$ cat config.mk
export PLATFORM = sky130hd
export DESIGN_NAME = slot_bitmap_allocator_unit_flat
export DESIGN_NICKNAME = d
export VERILOG_FILES = /design/src/rtl/sba_pkg.sv /design/src/rtl/sba_in_if.sv /design/src/rtl/sba_out_if.sv /design/src/rtl/sba_cfg_if.sv /design/src/rtl/sba_ffs.sv /design/src/rtl/slot_bitmap_allocator_unit.sv /design/src/flat_wrapper.sv
export VERILOG_INCLUDE_DIRS = /design/src /design/src/rtl
export SDC_FILE = /design/constraint.sdc
export NUM_CORES = 1
export LEC_CHECK = 0
export BUFFER_PORTS_ARGS = -buffer_cell sky130_fd_sc_hd__buf_4
export CAP_MARGIN = 20
export CORE_MARGIN = 5
export CORE_UTILIZATION = 35
export DETAILED_ROUTE_END_ITERATION = 8
export SLEW_MARGIN = 20
export SYNTH_ARGS = -nofsm -noshare
export SYNTH_HDL_FRONTEND = slang
export SYNTH_HIERARCHICAL = 1
export SYNTH_SLANG_ARGS = --single-unit
$ cat constraint.sdc
create_clock -name clk -period 13 [get_ports clk]
set_input_delay 1.95 -clock clk [delete_from_list [all_inputs] [get_ports clk]]
set_output_delay 1.95 -clock clk [all_outputs]
set_load 0.02 [all_outputs]
$ cat src/rtl/slot_bitmap_allocator_unit_macros.svh
// ----------------------------------------------------------------------------
// Slot bitmap allocator assertion macros
// Concurrent assertion wrappers that vanish when SYNTHESIS is defined.
// ----------------------------------------------------------------------------
`ifndef SLOT_BITMAP_ALLOCATOR_UNIT_MACROS_SVH
`define SLOT_BITMAP_ALLOCATOR_UNIT_MACROS_SVH

`ifndef SYNTHESIS
// Same-cycle implication, checked at every rising edge outside reset.
`define SBA_ASSERT_IMP(lbl, ck, rn, ante, cons) \
  lbl: assert property (@(posedge ck) disable iff (!rn) (ante) |-> (cons)) \
    else $error("sba assertion failed: same-cycle implication");
// Next-cycle implication, checked at every rising edge outside reset.
`define SBA_ASSERT_NXT(lbl, ck, rn, ante, cons) \
  lbl: assert property (@(posedge ck) disable iff (!rn) (ante) |=> (cons)) \
    else $error("sba assertion failed: next-cycle implication");
`else
`define SBA_ASSERT_IMP(lbl, ck, rn, ante, cons)
`define SBA_ASSERT_NXT(lbl, ck, rn, ante, cons)
`endif

`endif

$ cat src/rtl/sba_pkg.sv
// ----------------------------------------------------------------------------
// Slot bitmap allocator package
// Field widths, opcodes, status codes and register indexes.
// ----------------------------------------------------------------------------
package sba_pkg;

  localparam int OPCODE_W   = 2;
  localparam int SLOT_W     = 8;
  localparam int STATUS_W   = 2;
  localparam int LIMIT_W    = 9;
  localparam int CFG_IDX_W  = 1;
  localparam int CFG_DATA_W = 9;
  localparam int MAP_WORD_W = 32;
  localparam int BIT_POS_W  = 5;
  localparam int WORD_SEL_W = 3;

  localparam logic [OPCODE_W-1:0] OP_ALLOC    = 2'd0;
  localparam logic [OPCODE_W-1:0] OP_RELEASE  = 2'd1;
  localparam logic [OPCODE_W-1:0] OP_FREE_ALL = 2'd2;

  localparam logic [STATUS_W-1:0] ST_OK        = 2'd0;
  localparam logic [STATUS_W-1:0] ST_NONE_FREE = 2'd1;
  localparam logic [STATUS_W-1:0] ST_RANGE     = 2'd2;

  localparam logic [CFG_IDX_W-1:0] REG_CHANNEL_SELECT = 1'd0;
  localparam logic [CFG_IDX_W-1:0] REG_SLOT_LIMIT     = 1'd1;

  typedef struct packed {
    logic                 hit;
    logic [BIT_POS_W-1:0] pos;
  } ffs_result_t;

endpackage

$ cat src/rtl/sba_in_if.sv
// ----------------------------------------------------------------------------
// Slot bitmap allocator request channel
// Valid/ready channel carrying one request word.
// ----------------------------------------------------------------------------
interface sba_in_if;
  logic                          valid;
  logic                          ready;
  logic [sba_pkg::OPCODE_W-1:0]  opcode;
  logic [sba_pkg::SLOT_W-1:0]    slot_index;

  modport source (output valid, output opcode, output slot_index, input ready);
  modport sink (input valid, input opcode, input slot_index, output ready);
endinterface

$ cat src/rtl/sba_out_if.sv
// ----------------------------------------------------------------------------
// Slot bitmap allocator result channel
// Valid/ready channel carrying one result word.
// ----------------------------------------------------------------------------
interface sba_out_if;
  logic                          valid;
  logic                          ready;
  logic [sba_pkg::STATUS_W-1:0]  status;
  logic [sba_pkg::SLOT_W-1:0]    granted_slot;

  modport source (output valid, output status, output granted_slot, input ready);
  modport sink (input valid, input status, input granted_slot, output ready);
endinterface

$ cat src/rtl/sba_cfg_if.sv
// ----------------------------------------------------------------------------
// Slot bitmap allocator configuration channel
// Valid/ready register write channel carrying an index and write data.
// ----------------------------------------------------------------------------
interface sba_cfg_if;
  logic                            valid;
  logic                            ready;
  logic [sba_pkg::CFG_IDX_W-1:0]   index;
  logic [sba_pkg::CFG_DATA_W-1:0]  data;

  modport source (output valid, output index, output data, input ready);
  modport sink (input valid, input index, input data, output ready);
endinterface

$ cat src/rtl/sba_ffs.sv
// ----------------------------------------------------------------------------
// Slot bitmap allocator find-first-set unit
// Reports the lowest set bit of a masked 32-bit free map word.
// ----------------------------------------------------------------------------
module sba_ffs (
  input  logic [sba_pkg::MAP_WORD_W-1:0] word_in,
  input  logic [sba_pkg::MAP_WORD_W-1:0] mask_in,
  output sba_pkg::ffs_result_t           result
);

  logic [sba_pkg::MAP_WORD_W-1:0] masked;

  assign masked = word_in & mask_in;

  // Walk from the top down so the lowest set bit is the last one to land.
  always_comb begin
    result = '0;
    for (int i = sba_pkg::MAP_WORD_W - 1; i >= 0; i--) begin
      if (masked[i]) begin
        result.hit = 1'b1;
        result.pos = sba_pkg::BIT_POS_W'(i);
      end
    end
  end

endmodule

$ cat src/rtl/slot_bitmap_allocator_unit.sv
// ----------------------------------------------------------------------------
// Slot bitmap allocator
// Per-channel free bitmap with lowest-free-slot allocate, release and
// mark-all-free requests, scanned one 32-bit map word per cycle.
// ----------------------------------------------------------------------------
//
//   channel   dir   word contents                  accepted when
//   -------   ---   ----------------------------   ------------------------
//   in_chan   in    opcode, slot_index             in valid && in ready
//   out_chan  out   status, granted_slot           out valid && out ready
//   cfg_chan  in    index, data                    cfg valid && cfg ready
//
// An allocate scans map words upward to the one holding the limit and stops at
// the first free slot; one find-first-set unit and one map read port set that
// pace. A release in range passes through a release state; other requests
// answer from idle. After reset every slot is free at once: a map word whose
// valid bit is clear reads as all ones, so no clearing pass runs. A result
// word that waits on the receiver holds off the next request until it is taken.
//
module slot_bitmap_allocator_unit #(
  parameter int CHANNELS = 2,
  parameter int SLOTS    = 256
) (
  input logic     clk,
  input logic     rst_n,
  sba_in_if.sink    in_chan,
  sba_out_if.source out_chan,
  sba_cfg_if.sink   cfg_chan
);

  `include "slot_bitmap_allocator_unit_macros.svh"

  localparam int WORDS_PER_CH = (SLOTS + 31) / 32;
  localparam int MAP_WORDS    = CHANNELS * WORDS_PER_CH;
  localparam int AW           = (MAP_WORDS > 1) ? $clog2(MAP_WORDS) : 1;
  // Grants are limited by the slot count and by the 8-bit result field.
  localparam int LIM_CAP      = (SLOTS < 256) ? SLOTS : 256;

  typedef enum logic [1:0] {
    S_IDLE,
    S_SCAN,
    S_REL
  } state_t;

  localparam int WW = sba_pkg::MAP_WORD_W;
  localparam int LW = sba_pkg::LIMIT_W;
  localparam int KW = sba_pkg::WORD_SEL_W;

  // Configuration registers.
  logic                      chan_sel_r;
  logic [LW-1:0]             slot_limit_r;

  // Sequencer state.
  state_t                    state_r;
  logic [AW-1:0]             base_r;
  logic [LW-1:0]             lim_r;
  logic [KW-1:0]             k_r;
  logic [KW-1:0]             last_k_r;
  logic [sba_pkg::SLOT_W-1:0] idx_r;

  // Result register.
  logic                      out_valid_r;
  logic [sba_pkg::STATUS_W-1:0] out_status_r;
  logic [sba_pkg::SLOT_W-1:0]   out_slot_r;

  // Free map storage.
  logic [WW-1:0]             map_mem [MAP_WORDS];
  logic [MAP_WORDS-1:0]      map_valid_r;
  logic [WW-1:0]             rd_data_r;
  logic                      rd_vld_r;

  logic                      in_accept;
  logic                      free_all_accept;
  logic [LW-1:0]             eff_lim;
  logic [LW-1:0]             eff_lim_m1;
  logic [AW-1:0]             acc_base;
  logic [KW-1:0]             acc_word_sel;
  logic [AW-1:0]             rd_addr;
  logic [WW-1:0]             word_cur;
  logic [WW-1:0]             scan_mask;
  sba_pkg::ffs_result_t      ffs_res;
  logic                      wr_en;
  logic [AW-1:0]             wr_addr;
  logic [WW-1:0]             wr_data;

  // ---------------------------------------------------------------------------
  // Handshakes and request decode
  // ---------------------------------------------------------------------------
  assign in_chan.ready = (state_r == S_IDLE) && (!out_valid_r || out_chan.ready);
  assign in_accept     = in_chan.valid && in_chan.ready;
  assign free_all_accept = in_accept && (in_chan.opcode == sba_pkg::OP_FREE_ALL);

  assign out_chan.valid        = out_valid_r;
  assign out_chan.status       = out_status_r;
  assign out_chan.granted_slot = out_slot_r;

  // Register writes are to be issued only while the block is idle; the block
  // does not enforce this and always takes them.
  assign cfg_chan.ready = 1'b1;

  always_ff @(posedge clk) begin
    if (!rst_n) begin
      chan_sel_r   <= 1'b0;
      slot_limit_r <= LW'(256);
    end else if (cfg_chan.valid) begin
      case (cfg_chan.index)
        sba_pkg::REG_CHANNEL_SELECT: chan_sel_r   <= cfg_chan.data[0];
        sba_pkg::REG_SLOT_LIMIT:     slot_limit_r <= cfg_chan.data[LW-1:0];
        default: begin
        end
      endcase
    end
  end

  // The usable limit is clamped to the slots that exist. A channel select
  // past the channel count wraps, which with one channel means channel zero.
  assign eff_lim    = (slot_limit_r > LW'(LIM_CAP)) ? LW'(LIM_CAP) : slot_limit_r;
  assign eff_lim_m1 = eff_lim - LW'(1);
  assign acc_base   = (CHANNELS > 1 && chan_sel_r) ? AW'(WORDS_PER_CH) : '0;

  assign acc_word_sel = (in_chan.opcode == sba_pkg::OP_ALLOC) ? '0 :
                        in_chan.slot_index[7:5];

  // ---------------------------------------------------------------------------
  // Map read path: while scanning, the next word is fetched while the
  // current one is examined.
  // ---------------------------------------------------------------------------
  assign rd_addr = (state_r == S_IDLE) ? (acc_base + AW'(acc_word_sel)) :
                   (base_r + AW'(k_r + KW'(1)));

  assign word_cur = rd_vld_r ? rd_data_r : '1;

  // Only the last word of the scan can straddle the limit.
  always_comb begin
    scan_mask = '1;
    if (k_r == last_k_r && lim_r[4:0] != 5'd0) begin
      scan_mask = (WW'(1) << lim_r[4:0]) - WW'(1);
    end
  end

  sba_ffs u_ffs (
    .word_in (word_cur),
    .mask_in (scan_mask),
    .result  (ffs_res)
  );

  // ---------------------------------------------------------------------------
  // Map write path: a grant clears one bit, a release sets one.
  // ---------------------------------------------------------------------------
  always_comb begin
    wr_en   = 1'b0;
    wr_addr = base_r + AW'(k_r);
    wr_data = word_cur & ~(WW'(1) << ffs_res.pos);
    case (state_r)
      S_SCAN: begin
        wr_en = ffs_res.hit;
      end
      S_REL: begin
        wr_en   = 1'b1;
        wr_addr = base_r + AW'(idx_r[7:5]);
        wr_data = word_cur | (WW'(1) << idx_r[4:0]);
      end
      default: begin
      end
    endcase
  end

  always_ff @(posedge clk) begin
    if (wr_en) begin
      map_mem[wr_addr] <= wr_data;
    end
    rd_data_r <= map_mem[rd_addr];
    rd_vld_r  <= map_valid_r[rd_addr];
  end

  // A word without its valid bit reads as all free, so mark-all-free clears
  // these bits all at once, for every channel.
  always_ff @(posedge clk) begin
    if (!rst_n) begin
      map_valid_r <= '0;
    end else if (free_all_accept) begin
      map_valid_r <= '0;
    end else if (wr_en) begin
      map_valid_r[wr_addr] <= 1'b1;
    end
  end

  // ---------------------------------------------------------------------------
  // Sequencer and result register
  // ---------------------------------------------------------------------------
  // A request is only taken when the result register is empty or being
  // emptied, so it stays empty for as long as the request is busy and only
  // the idle state has to drain it.
  always_ff @(posedge clk) begin
    if (!rst_n) begin
      state_r     <= S_IDLE;
      out_valid_r <= 1'b0;
    end else begin
      case (state_r)
        S_IDLE: begin
          if (in_accept) begin
            base_r   <= acc_base;
            lim_r    <= eff_lim;
            idx_r    <= in_chan.slot_index;
            k_r      <= '0;
            last_k_r <= eff_lim_m1[7:5];
            case (in_chan.opcode)
              sba_pkg::OP_ALLOC: begin
                if (eff_lim == '0) begin
                  out_valid_r  <= 1'b1;
                  out_status_r <= sba_pkg::ST_NONE_FREE;
                  out_slot_r   <= '0;
                end else begin
                  out_valid_r <= 1'b0;
                  state_r     <= S_SCAN;
                end
              end
              sba_pkg::OP_RELEASE: begin
                if ({1'b0, in_chan.slot_index} >= eff_lim) begin
                  out_valid_r  <= 1'b1;
                  out_status_r <= sba_pkg::ST_RANGE;
                  out_slot_r   <= '0;
                end else begin
                  out_valid_r <= 1'b0;
                  state_r     <= S_REL;
                end
              end
              default: begin
                out_valid_r  <= 1'b1;
                out_status_r <= sba_pkg::ST_OK;
                out_slot_r   <= '0;
              end
            endcase
          end else if (out_chan.ready) begin
            out_valid_r <= 1'b0;
          end
        end
        S_SCAN: begin
          if (ffs_res.hit) begin
            out_valid_r  <= 1'b1;
            out_status_r <= sba_pkg::ST_OK;
            out_slot_r   <= {k_r, ffs_res.pos};
            state_r      <= S_IDLE;
          end else if (k_r == last_k_r) begin
            out_valid_r  <= 1'b1;
            out_status_r <= sba_pkg::ST_NONE_FREE;
            out_slot_r   <= '0;
            state_r      <= S_IDLE;
          end else begin
            k_r <= k_r + KW'(1);
          end
        end
        S_REL: begin
          out_valid_r  <= 1'b1;
          out_status_r <= sba_pkg::ST_OK;
          out_slot_r   <= '0;
          state_r      <= S_IDLE;
        end
        default: begin
          state_r <= S_IDLE;
        end
      endcase
    end
  end

  // ---------------------------------------------------------------------------
  // Assertions
  // ---------------------------------------------------------------------------
  `SBA_ASSERT_IMP(a_scan_in_bounds, clk, rst_n, state_r == S_SCAN, k_r <= last_k_r)
  `SBA_ASSERT_IMP(a_write_only_busy, clk, rst_n, wr_en,
                  (state_r == S_SCAN || state_r == S_REL))
  `SBA_ASSERT_NXT(a_grant_below_limit, clk, rst_n, (state_r == S_SCAN && ffs_res.hit),
                  (out_valid_r && {1'b0, out_slot_r} < lim_r))
  `SBA_ASSERT_NXT(a_alloc_starts_scan, clk, rst_n,
                  (in_accept && in_chan.opcode == sba_pkg::OP_ALLOC && eff_lim != '0),
                  state_r == S_SCAN)
  `SBA_ASSERT_IMP(a_busy_no_result, clk, rst_n, state_r != S_IDLE, !out_valid_r)

endmodule

$ cat src/flat_wrapper.sv
// flat-port wrapper written by rule: the top's interface ports become plain ports
module slot_bitmap_allocator_unit_flat 
#(
  parameter int CHANNELS = 2,
  parameter int SLOTS    = 256
)
  (clk, rst_n, in_chan_valid, in_chan_opcode, in_chan_slot_index, in_chan_ready, out_chan_valid, out_chan_status, out_chan_granted_slot, out_chan_ready, cfg_chan_valid, cfg_chan_index, cfg_chan_data, cfg_chan_ready);
  sba_in_if in_chan_i ();
  sba_out_if out_chan_i ();
  sba_cfg_if cfg_chan_i ();
  input logic clk;
  input logic rst_n;
  input wire logic [$bits(in_chan_i.valid)-1:0] in_chan_valid;
  input wire logic [$bits(in_chan_i.opcode)-1:0] in_chan_opcode;
  input wire logic [$bits(in_chan_i.slot_index)-1:0] in_chan_slot_index;
  output wire logic [$bits(in_chan_i.ready)-1:0] in_chan_ready;
  output wire logic [$bits(out_chan_i.valid)-1:0] out_chan_valid;
  output wire logic [$bits(out_chan_i.status)-1:0] out_chan_status;
  output wire logic [$bits(out_chan_i.granted_slot)-1:0] out_chan_granted_slot;
  input wire logic [$bits(out_chan_i.ready)-1:0] out_chan_ready;
  input wire logic [$bits(cfg_chan_i.valid)-1:0] cfg_chan_valid;
  input wire logic [$bits(cfg_chan_i.index)-1:0] cfg_chan_index;
  input wire logic [$bits(cfg_chan_i.data)-1:0] cfg_chan_data;
  output wire logic [$bits(cfg_chan_i.ready)-1:0] cfg_chan_ready;
  assign in_chan_i.valid = in_chan_valid;
  assign in_chan_i.opcode = in_chan_opcode;
  assign in_chan_i.slot_index = in_chan_slot_index;
  assign in_chan_ready = in_chan_i.ready;
  assign out_chan_valid = out_chan_i.valid;
  assign out_chan_status = out_chan_i.status;
  assign out_chan_granted_slot = out_chan_i.granted_slot;
  assign out_chan_i.ready = out_chan_ready;
  assign cfg_chan_i.valid = cfg_chan_valid;
  assign cfg_chan_i.index = cfg_chan_index;
  assign cfg_chan_i.data = cfg_chan_data;
  assign cfg_chan_ready = cfg_chan_i.ready;
  slot_bitmap_allocator_unit #(.CHANNELS(CHANNELS), .SLOTS(SLOTS)) u_core (.clk(clk), .rst_n(rst_n), .in_chan(in_chan_i), .out_chan(out_chan_i), .cfg_chan(cfg_chan_i));
endmodule
## After elaboration in Yosys (flattened, before gate mapping)

Memories as Yosys holds them, arrays and structs flattened. A register that Yosys moved wholly into a read port is not among the register bits.
Index checks and enable logic that the tools add are counted.

- Register bits after elaboration: 63
- Input port bits: 25
- Output and inout bits: 13
- Memories kept: 1
- Logic and storage cells: 153
- Bits in writable memories: 512

- Reduce and logical (&&, ||, !) cells: 21
- Magnitude comparators: 5
- $add $sub $neg: 8
- Bitwise gates (word level): 7
- Muxes and demuxes: 80
- Shift operators: 3
- Equal/unequal tests: 15

Memory list:

| name | words | width | read ports | clocked after Yosys merged registers in | write ports | RTL line | source |
|---|---|---|---|---|---|---|---|
| u_core.map_mem | 16 | 32 | 1 | 1 | 1 | slot_bitmap_allocator_unit.sv:67 | `logic [WW-1:0] map_mem [MAP_WORDS];` |

Operators by type and width:

| operator | count |
|---|---|
| $mux W6 | 32 |
| $mux W32 | 3 |
| $shl A1 B5 Y32 const A | 3 |
| $and A32 B32 Y32 | 2 |
| $mux W8 | 5 |
| $not A32 Y32 | 1 |
| $or A32 B32 Y32 | 1 |
| $sub A32 B2 Y32 const B | 1 |
| $pmux W8 S3 | 1 |
| $mux W2 | 10 |
| $or A16 B16 Y16 | 1 |
| $pmux W8 S2 | 1 |
| $ne A3 B3 Y1 const B | 5 |
| $add A4 B3 Y4 | 3 |
| $mux W3 | 4 |
| $mux W4 | 3 |
| $pmux W2 S2 | 3 |
| $lt A4 B5 Y1 const B | 2 |
| $mux W1 | 10 |
| $reduce_and A5 Y1 | 2 |
| $ge A8 B9 Y1 | 1 |
| $gt A9 B9 Y1 const B | 1 |
| $logic_not A9 Y1 | 1 |
| $mux W9 | 1 |
| 30 further kinds | 42 |

## Logic depth before layout (Yosys ltp)

Gate-level depths: netlist (run 1).

- Depth after elaboration: 40
- Mapped depth: 22
- Gate-level depth less buffers: 18

## Modules after synthesis

The synthesis (run 1) kept the hierarchy.

Modules (own cells, without submodules):

| module | area an instance (um^2) | times used | cells an instance | sequential area each (um^2) |
|---|---|---|---|---|
| slot_bitmap_allocator_unit | 24832.6 | 1 | 1552 | 17516.8 |
| sba_ffs | 505.5 | 1 | 82 | 0.0 |

## Worst setup path after synthesis (run 1)

No wires, ideal clock.

- Path kind: register -> register
- Start: reg u_core.lim_r[1]
- End: reg u_core.out_slot_r (netlist bit u_core/out_chan.granted_slot[0]), enable pin
- Stages on the path, launching flop included: 17
- Arrival time: 4.836 ns
- Data required time: 12.566 ns
- Buffers on the path: 3
- Clock period less this slack: 5.270 ns
- Setup slack: 7.730 ns
- Cells stage by stage: edfxtp_1 > nor4_1 > nand2_1 > ha_1 > clkbuf_1 > or2_2 > clkbuf_1 > nor2_1 > mux2i_1 > o311ai_0 > a22oi_1 > nand2_1 > nor3_1 > nand2_1 > clkbuf_1 > nor3_1 > a2111oi_0

RTL lines:

| element | RTL line | source |
|---|---|---|
| start: declaration | slot_bitmap_allocator_unit.sv:56 | `logic [LW-1:0] lim_r;` |
| start signal: assignment | slot_bitmap_allocator_unit.sv:203 | `lim_r <= eff_lim;` |
| end signal: assignment | slot_bitmap_allocator_unit.sv:242 | `out_slot_r <= {k_r, ffs_res.pos};` |
| end: declaration | slot_bitmap_allocator_unit.sv:64 | `logic [sba_pkg::SLOT_W-1:0] out_slot_r;` |

==> results of run 1 <==
[state kept, by name (all words and copies together), names as in the netlist, 2 cells and up]
| name | count |
|---|---|
| u_core/rd_data_r | 32 |
| u_core/idx_r | 8 |
| u_core/map_valid_r | 16 |
| u_core/last_k_r | 3 |
| u_core/slot_limit_r | 9 |
| u_core/out_chan.granted_slot | 8 |
| u_core/lim_r | 5 |
| u_core/out_chan.status | 2 |
| u_core/state_r | 2 |
| u_core/k_r | 3 |
| u_core/map_mem | 512 |
[final cells by class]
type	instances	area, um^2
multi-input cells	917	7430
fillers	6523	42700
flip-flops and latches	604	17500
well taps	950	1190
inverters	19	71.3
clock buffers	98	1950
clock inverters	22	188
repair buffers	69	518
[report_power, final]
group	switching (W)	internal, W	total (W)
Clock	0.000730	0.00110	0.00183
Combinational	0.000937	0.000477	0.00141
Sequential	0.0000534	0.00248	0.00253
Total	0.00172	0.00405	0.00577
[cells by family (layout without fill, tap and decap cells)]
kind of cell               count (synthesis)  after routing  synth area share (%)
DFF                                      604            604                  69.1
and+or+nand+nor                          346            346                  6.77
AOI/OAI and AO/OA                        343            343                  8.99
muxes                                    204            204                  11.7
buffers and inverters                    115            208                  2.46
adders and majority gates                 14             14                 0.691
xor gates and xnor gates                   7              7                 0.242
other                                      1              3                0.0148
[cells in the mapped netlist, drive strengths merged, types with 3 or more instances]
cell | count | area share [%]
a211oi | 37 | 1.1
a21oi | 95 | 1.9
a221o | 34 | 1.3
a22o | 8 | 0.28
a22oi | 11 | 0.33
a31oi | 11 | 0.27
a32o | 4 | 0.16
and2 | 5 | 0.12
and3 | 8 | 0.20
buf | 40 | 1.4
clkbuf | 56 | 0.83
dfxtp | 62 | 4.9
edfxtp | 542 | 64
ha | 14 | 0.69
inv | 18 | 0.27
mux2 | 67 | 3.0
mux2i | 71 | 2.9
mux4 | 66 | 5.9
nand2 | 99 | 1.5
nand2b | 50 | 1.2
nand3 | 27 | 0.53
nand3b | 6 | 0.18
nand4 | 3 | 0.074
nor2 | 68 | 1.0
nor2b | 42 | 1.0
nor3 | 17 | 0.36
nor3b | 6 | 0.18
nor4 | 5 | 0.12
o211ai | 8 | 0.26
o21a | 17 | 0.50
o21ai | 61 | 1.2
o22ai | 35 | 0.86
or2 | 6 | 0.15
xor2 | 6 | 0.21
[critical path: cells and delay by family, from the launching register on]
family                   cells  cell delay (ns)
AO/OA/AOI/OAI                6             1.86
multiplexers                 1             0.10
flip-flops                   1             0.71
AND/OR/NAND/NOR              8             2.70
adder cells (fa/ha/maj)      1             0.53
[how the worst max path moves through the flow]
stage                                                          to  slack (ns)                       from
floorplan           u_core/out_chan.granted_slot[0]$_SDFFCE_PN0P_        7.73  u_core/lim_r[1]$_DFFE_PP_
global placement                  u_core/map_mem[12][7]$_DFFE_PP_        6.93  u_core/lim_r[1]$_DFFE_PP_
detailed placement               u_core/map_mem[15][21]$_DFFE_PP_        6.80  u_core/lim_r[1]$_DFFE_PP_
CTS                              u_core/map_mem[13][21]$_DFFE_PP_        6.73  u_core/lim_r[1]$_DFFE_PP_
global route                      u_core/map_mem[14][9]$_DFFE_PP_        6.28  u_core/lim_r[1]$_DFFE_PP_
finish                            u_core/map_mem[11][9]$_DFFE_PP_        6.74  u_core/lim_r[1]$_DFFE_PP_
[through the flow]
stage,power [W],hold WS (ns),setup WS (ns),utilization [%],instance area [um^2]
after floorplan,0.00353,0.430,7.73,-,25300
after global placement,0.00394,0.442,6.93,37.2,26700
after detailed placement,0.00397,0.450,6.80,37.3,26700
after CTS,0.00580,0.466,6.73,40.3,28800
after global routing,0.00602,0.483,6.28,40.3,28900
final,0.00577,0.463,6.74,40.3,28900
[metal layers]
metal / vias up / global-route usage (%)
met4: 0 / 6.06
met2: 575 / 25.1
met3: 123 / 3.09
met5: - / 0
li1: 6512 / -
met1: 7518 / 22.4
==> reports/results.txt, run 1 <==
Clock transition at path regs = 0.06 ns
final global-route overflow total = 0
worst hold path type = reg2reg
WL/cell = 23.6 um
RSZ-0062 raised after global routing = false
WHS Endpoint = u_core/map_valid_r[8]$_SDFFE_PP0P_
total track usage = 16.0%
reg2reg path depth = 16
Die Span X = 279 um
cell mode on critical path = nand2_1
Setup Crit Path Kind = reg2reg
Antenna Nets Post-Route = 0
number of synthesized flops with an enable pin = 542
layout cells sized above 1 = 19.8%
Worst Path Arrival = 6.51 ns
CTS H-tree lvls = 3
Rows = 98
relative slew slack = 28.5%
initial drt markers = 1,638
status = finished, final reports clean
critical path's slowest cell = nor2_1
Sinks on Clock Net = 604
die area = 77,900 um^2
vias per cell = 5.50
synthesized area per cell = 15.5 um^2
post-cts resize count = 0
most common cell after layout, fill and taps aside = edfxtp_1
CP Cell Sequence = nor4_1 > nand2_1 > ha_1 > or2_2 > nor2_1 > mux2i_1 > o311ai_0 > nand2_1 > a32o_1 > a221o_1 > a2111oi_2 > a21oi_1 > nor3b_1 > nand2_1 > a21oi_1 > nor2_1
clk root buf = clkbuf_16
via count = 14,700
ANT cells = 0
Initial Utilization = 35.4%
CP max FO = 28
dpl cells = 2,559
insertion delay to the later sink of the worst-skew pair = 0.60 ns
wl on met1 = 27.3 mm
FF+latch count, synth = 604
initial antenna violation count = 0
largest net degree at the start of global routing = 69
top_reg_cell synth = edfxtp_1
most frequent cells in the layout = 542 x edfxtp_1, 97 x nand2_1, 88 x a21oi_1
total core area = 71,600 um^2
Top Layer Used = met4
Post-Synthesis Cells = 1,634
DR WL met2 = 29.0 mm
final hold vios = 0
TritonCTS clock tree = done
final wirelength = 63.3 mm
Critical Path Sink Type = register
Peak VDD IR = 0.108 mV
Post-Syn Area = 25,300 um^2
drt pass-1 iters = 6
cts hold-fix bufs = 0
yosys warns = 6
Hold Startpoint = u_core/map_valid_r[8]$_SDFFE_PP0P_
Setup TNS = 0 ns
Setup crit start kind = register
pwr dens = 200 nW/um^2
Setup Fix Bufs, Post-CTS = 0
reg2reg end = u_core/map_mem[11][9]$_DFFE_PP_
port bufs = 36
placer congestion estimate = 0.949
met3 wire length = 4.82 mm
post-synthesis sequential area ratio = 69.1%
Bufs on Longest Clock Path = 3
TritonCTS Buffers = 66
Final Instance Count excl. Fillers = 2,679
setup violators final = 0
Die Ht = 279 um
Residual DRC = 0
actual slew at the worst max-slew pin = 1.07 ns
Synth cell types = 68
fin. max-slew vios = 0
Layout Area Growth over Synthesis = 13.9%
Max stage delay on crit path = 0.76 ns
minimum clock period = 6.26 ns
reg-to-reg setup timing slack = 6.74 ns
FF-to-FF Start = u_core/lim_r[1]$_DFFE_PP_
worst hold path depth = 1
io pins = 38
fraction of registers with async set/reset = 0%
post-route clock skew = 0.0174 ns
NumNets Final = 1,716
Tcrit/Tclk final = 48.1%
maximum clock rate = 160 MHz
vias in the first global route = 14,900
global-route wire length before repair = 94.9 mm
CP required = 13.25 ns
DP HPWL = 36.3 mm
Max Cap Viol = 0
P_leak = 9.31 nW
Power figures use the tool's default switching activity.
==> run 2, diff against run 1 <==
==> constraint.sdc (replaced) <==
create_clock -name clk -period 5.4 [get_ports clk]
set_input_delay 0.81 -clock clk [delete_from_list [all_inputs] [get_ports clk]]
set_output_delay 0.81 -clock clk [all_outputs]
set_load 0.02 [all_outputs]
==> run 2 against run 1 <==
  * Core utilization increased by 0.74 points
  * Clock power increased by 150%
  * Setup slack got worse by 6.4 ns
  * Hold slack got worse by 0.083 ns
  * Combinational power increased to 2.5 times the previous value
  * Routed wire length increased by 3.0%
  * Final area increased by 1.8%
  * Via count increased by 1.0%
  * Largest cell class unchanged
  * Sequential share of layout area decreased by 1.1 points
  * Global-route usage increased by 0.25 points
  * Power increased by 150%
  * Critical path depth increased by 2
==> reports/results.txt, run 2 (synthesized netlist as in run 1, its figures left out) <==
status = finished, final reports clean
ANT cells = 0
placer congestion estimate = 0.890
RSZ-0062 raised after global routing = false
Setup TNS = 0 ns
Tcrit/Tclk final = 92.8%
Setup Crit Path Kind = reg2reg
Layout Area Growth over Synthesis = 16.0%
largest net degree at the start of global routing = 121
setup violators final = 0
final wirelength = 65.2 mm
fin. max-slew vios = 0
pwr dens = 481 nW/um^2
CP max FO = 12
Biggest register = u_core/map_mem
minimum clock period = 5.01 ns
Bufs on Longest Clock Path = 3
most common cell after layout, fill and taps aside = edfxtp_1
post-route clock skew = 0.0296 ns
clk root buf = clkbuf_16
io pins = 38
maximum clock rate = 200 MHz
port bufs = 36
die area = 77,900 um^2
Residual DRC = 0
Rows = 98
most frequent cells in the layout = 542 x edfxtp_1, 101 x buf_4, 96 x nand2_1
total core area = 71,600 um^2
dpl cells = 2,600
NumNets Final = 1,757
Initial Utilization = 35.4%
Die Ht = 279 um
CP Cell Sequence = xor2_1 > nor3_2 > buf_4 > and2_1 > inv_2 > or2_2 > a21o_1 > a22oi_1 > nor2b_1 > nand4_1 > nor3_1 > nand2_2 > nand3_1 > o21ai_0 > nand3_1 > nor2_4 > buf_16 > buf_16
WL/cell = 24.0 um
Setup crit start kind = register
Clock transition at path regs = 0.06 ns
initial antenna violation count = 0
CP delay by family, top = simple AND/OR/NAND/NOR gates
Multi-input gate area = 7420 um^2
final hold vios = 0
storage element area = 17,500 um^2
Worst Path Arrival = 5.38 ns
initial drt markers = 1,354
layout cells sized above 1 = 22.0%
vias per cell = 5.47
CP required = 5.77 ns
via count = 14,900
critical path's slowest cell = edfxtp_1
Final Instance Count excl. Fillers = 2,721
Max Cap Viol = 0
Die Span X = 279 um
global-route wire length before repair = 97.2 mm
TritonCTS Buffers = 61
vias in the first global route = 15,100
Max stage delay on crit path = 0.55 ns
total track usage = 16.3%
CTS H-tree lvls = 2
Peak VDD IR = 0.250 mV
worst hold path type = in2reg
actual slew at the worst max-slew pin = 1.10 ns
drt pass-1 iters = 5
TritonCTS clock tree = done
worst path bufs/invs = 4
Antenna Nets Post-Route = 0
P_leak = 9.60 nW
Critical Path Sink Type = register
top flop regs = u_core/map_mem: 512 flops, u_core/rd_data_r: 32 flops, u_core/map_valid_r: 16 flops
DP HPWL = 39.9 mm
max reg flops = 512
relative slew slack = 26.4%
Sinks on Clock Net = 604
final global-route overflow total = 0
fillers = 6,485
cts hold-fix bufs = 0
insertion delay to the later sink of the worst-skew pair = 0.64 ns
[run 2: power by group]
group / total, W / switching, W / internal [W] / leakage, nW
clock network: 0.00450 / 0.00178 / 0.00272 / 1.07
logic: 0.00359 / 0.00232 / 0.00126 / 3.22
registers: 0.00605 / 0.000101 / 0.00595 / 5.31
total: 0.0141 / 0.00420 / 0.00994 / 9.60
[run 2: stage by stage]
step	worst slack (ns)	util, %	hold WS [ns]	area (um^2)	power (W)
floorplan	0.130	-	0.430	25300	0.00850
global placement	0.160	37.8	0.441	27000	0.00965
detailed placement	0.142	37.9	0.452	27100	0.00973
CTS	0.0584	40.9	0.328	29300	0.0142
global route	0.0741	41.0	0.357	29400	0.0147
finish	0.390	41.0	0.380	29400	0.0141
[run 2: layout make-up]
cell class	instances	share of cell area, %
Multi-Input combinational cell	919	25.2
Inverter	19	0.243
Timing Repair Buffer	113	3.47
Clock buffer	77	5.57
Tap cell	950	4.04
Clock inverter	39	1.83
Sequential cell	604	59.6
[run 2: routing by layer]
layer  vias up  part of all wire, %  global-route usage, %
met5         -                    0                      0
met4         0                  2.7                   5.24
met2       557                   46                   25.9
met1      7624                   44                   23.0
met3        91                  6.6                   2.82
li1       6607                    -                      -
[run 2: what timing repair did]
item	CTS	global route
resized for setup	0	4
setup buffers	0	2
endpoints found under the setup margin	0	151
[run 2: final timing paths]
check,depth (start not counted),endpoint,slack [ns],start
worst min-delay path,1,u_core/idx_r[3]$_DFFE_PP_,0.38,in_chan_slot_index[3]
worst min register to register,1,u_core/map_valid_r[5]$_SDFFE_PP0P_,0.46,u_core/map_valid_r[5]$_SDFFE_PP0P_
worst max-delay path,18,u_core/map_mem[4][8]$_DFFE_PP_,0.39,u_core/k_r[0]$_SDFFCE_PP0P_
worst max register to register,18,u_core/map_mem[4][8]$_DFFE_PP_,0.39,u_core/k_r[0]$_SDFFCE_PP0P_
